--- src/design/assert_macros.svh ---
// Assertion macros used by the hash map design.
`ifndef ASSERT_MACROS_SVH
`define ASSERT_MACROS_SVH

// Checks that the consequent holds in the same cycle as the antecedent.
`define ASSERT_IMPL(lbl, clk_s, rst_s, ante, cons, msg) \
    lbl: assert property (@(posedge clk_s) disable iff (!rst_s) (ante) |-> (cons)) \
        else $error(msg);

// Checks that the consequent holds in the cycle after the antecedent.
`define ASSERT_NEXT(lbl, clk_s, rst_s, ante, cons, msg) \
    lbl: assert property (@(posedge clk_s) disable iff (!rst_s) (ante) |=> (cons)) \
        else $error(msg);

`endif

--- src/design/oahm_ram.sv ---
// Generic single-port-write, single-port-read RAM with registered read data.
`default_nettype none

module oahm_ram #(
    parameter int WIDTH = 8,
    parameter int DEPTH = 16
) (
    input  wire logic                     clk,
    input  wire logic                     wr_en,
    input  wire logic [$clog2(DEPTH)-1:0] wr_addr,
    input  wire logic [WIDTH-1:0]         wr_data,
    input  wire logic                     rd_en,
    input  wire logic [$clog2(DEPTH)-1:0] rd_addr,
    output logic      [WIDTH-1:0]         rd_data
);

    logic [WIDTH-1:0] mem [DEPTH];

    always_ff @(posedge clk)
    begin
        if (wr_en)
        begin
            mem[wr_addr] <= wr_data;
        end
        if (rd_en)
        begin
            rd_data <= mem[rd_addr];
        end
    end

endmodule

`default_nettype wire

--- config.mk ---
export PLATFORM = sky130hd
export DESIGN_NAME = oahm_ram
export DESIGN_NICKNAME = d
export VERILOG_FILES = /design/src/design/assert_macros.svh /design/src/design/oahm_ram.sv
export SDC_FILE = /design/constraint.sdc
export NUM_CORES = 1
export LEC_CHECK = 0
export ABC_AREA = 1
export BUFFER_PORTS_ARGS = -buffer_cell sky130_fd_sc_hd__buf_4
export CORE_MARGIN = 3
export CORE_UTILIZATION = 34
export DETAILED_ROUTE_END_ITERATION = 16
export PLACE_DENSITY_LB_ADDON = 0.15
export SLEW_MARGIN = 30
export SYNTH_ARGS = -nofsm -noshare
export SYNTH_HDL_FRONTEND = slang
export SYNTH_SLANG_ARGS = --single-unit
--- constraint.sdc ---
create_clock -name clk -period 1.02 [get_ports clk]
set_input_delay 0.051 -clock clk [delete_from_list [all_inputs] [get_ports clk]]
set_output_delay 0.051 -clock clk [all_outputs]
set_load 0.005 [all_outputs]
==> metrics.txt <==
largest net degree at the start of global routing=65; Hold Slack=0.00716 ns; FMAX=917 MHz; cell area after synthesis=5850 sq um; GP Congestion=0.809; CTS tree=yes; sequential element share of the synthesized area=0.698; vias in the first global route=3828; Crit Path Class=register to register; Final Hold Viols=0; Row Count=47; DPL Wire Length=8.85 mm; Setup WS post-layout=-0.0710 ns; cell mode on critical path=nand3_2; pwr dens=1910 nW/um^2; Clock Tree Root=clkbuf_16; grt ovf=0; Final Cycle Share=1.07; Yosys Warn Count=0; final instance area=roughly 7300 sq um; endpoint class of the critical path=register; Hold Path Depth=1; Rel. slew slack=0.717; Pleak=3.12 nW; failing checks=setup timing; DRT iter0 DRCs=301; Layout Cells excl Fill=840; final setup TNS=-0.463 ns; Max VDD drop=1.14 mV; DIE WIDTH=137 um; # IOs=27; Total Die Area=about 19000 sq um; utilization after layout=0.439; Buffers on Ports=26; syn avg cell area=10.6 sq um; crit path max fanout=1; CP Cell Sequence=inv_1 -> nand2_1 -> nand3_2 -> nand3_2 -> nand3_2 -> nand2_2; net count after synthesis=570; clk slew on worst S/H paths=0.06 ns; Finish-stage setup viols=10; worst slew pin tran=0.425 ns; vias per cell=around 4.7; share of layout cells above drive strength 1=0.192; layout net count=approximately 630; Seq cells post-synth=between 100 and 150; placed insts=around 800; CTS H-Tree Depth=4; CP required=1.19 ns; RSZ-0062 raised after global routing=true; Final Critical Period=between 1 and 1.5 ns; Max Transition Viols Final=0; core area=16700 sq um; status=finished with violations; total number of vias=3917; Netlist cell types=11; Starting Density=0.350; Clock Path Buffers=2; post-DR wirelength/cell=17.1 um; arrival time at the worst endpoint=1.26 ns; # diodes=0; initial antenna violation count=0; Worst setup SP type=register; # clock sinks=136; max-cap viol count=0; GRT Util Overall=0.165; Mapped Cells=~550; Worst Reg-to-Reg Cells=6; Setup Skew=0.00567 ns; Area growth, synth to finish=25.4%; Hold Crit Class=input pin to register; CTS Buf Count=17; dpl cell area=6450 sq um; first-pass GRT wire length=22.2 mm; Worst path slowest cell=edfxtp_1; CP max stage delay=0.36 ns; drt drc=0; WL final=14.3 mm; Die H=137 um; worst skew pair latency=0.42 ns; Final ANT Viol Nets=0; length of the first detailed-routing pass in iterations=5
-- cells by family (layout without fill, tap and decap cells) --
logic type    Yosys count  count (layout)  synth area share
buf+inv               126             195            0.0939
simple gates          289             289             0.208
flops                 136             136             0.698
-- placed cells by master (no fill, tap or decap), drive strengths merged --
cell type / count
edfxtp: 136
nand3b: 2
dlygate4sd3: 7
nor2: 17
nand3: 97
clkinvlp: 6
nand2: 173
clkinv: 3
clkbuf: 17
inv: 103
bufinv: 5
buf: 54
-- final timing paths --
path,from,endpoint,slack (ns)
hold reg to reg,mem[15][7],rd_data[7],0.76
setup reg to reg,mem[5][4],rd_data[4],-0.07
hold / removal,wr_data[7],mem[13][7],0.007
setup / recovery,mem[5][4],rd_data[4],-0.07
-- power breakdown --
| group | internal [mW] | switching (mW) | leakage [nW] |
|---|---|---|---|
| logic | 0.344 | 0.595 | 1.59 |
| registers | 6.30 | 0.0356 | 1.24 |
| clock network | 4.34 | 2.40 | 0.298 |
| total | 11.0 | 3.03 | 3.12 |
-- cells in the mapped netlist --
cell	instances	share of area
nand2_1	173	0.11
edfxtp_1	136	0.70
inv_1	100	0.064
nand3_1	97	0.083
nor2_1	17	0.011
buf_2	13	0.011
buf_6	6	0.012
buf_4	4	0.0051
inv_2	2	0.0013
nand3b_1	2	0.0026
buf_1	1	0.00064
-- what timing repair did --
action,4_1_cts,5_1_grt
resized for setup,23,11
hold endpoints to repair,61,0
pin swaps,19,10
hold buffers,7,0
buffers inserted,0,0
setup endpoints to repair,11,12
-- cell type report --
| type | instances | area (sq um) |
|---|---|---|
| Inverter | 102 | 383 |
| Multi-Input combinational cell | 289 | 1370 |
| Clock buffer | 17 | 425 |
| Fill cell | 1596 | 9370 |
| Clock inverter | 15 | 226 |
| Tap cell | 220 | 275 |
| Sequential cell | 136 | 4080 |
| Timing Repair Buffer | 61 | 574 |
-- metal layers --
metal	share of wire	up-vias	global-route usage
met4	0.017	0	0.0626
met2	0.49	97	0.268
met5	0	-	0
li1	-	1891	-
met1	0.44	1911	0.215
met3	0.044	18	0.0357
-- critical path, delay by kind of cell, from the launching register on --
| family | cells | cell delay [ns] |
|---|---|---|
| and+or+nand+nor | 5 | 0.42 |
| buffers and inverters | 1 | 0.06 |
| DFF | 1 | 0.36 |
-- state kept, by name, summed over array words and instances (netlist names) --
name	flops
mem	128
rd_data	8
-- stage by stage --
stage	total power [mW]	setup slack (ns)
6_report	14.0	-0.0710
5_1_grt	14.5	-0.147
4_1_cts	14.1	-0.0819
3_5_place_dp	7.32	-0.246
3_3_place_gp	7.31	-0.253
2_1_floorplan	6.88	0.0182
(Power assumes the default switching activity.)
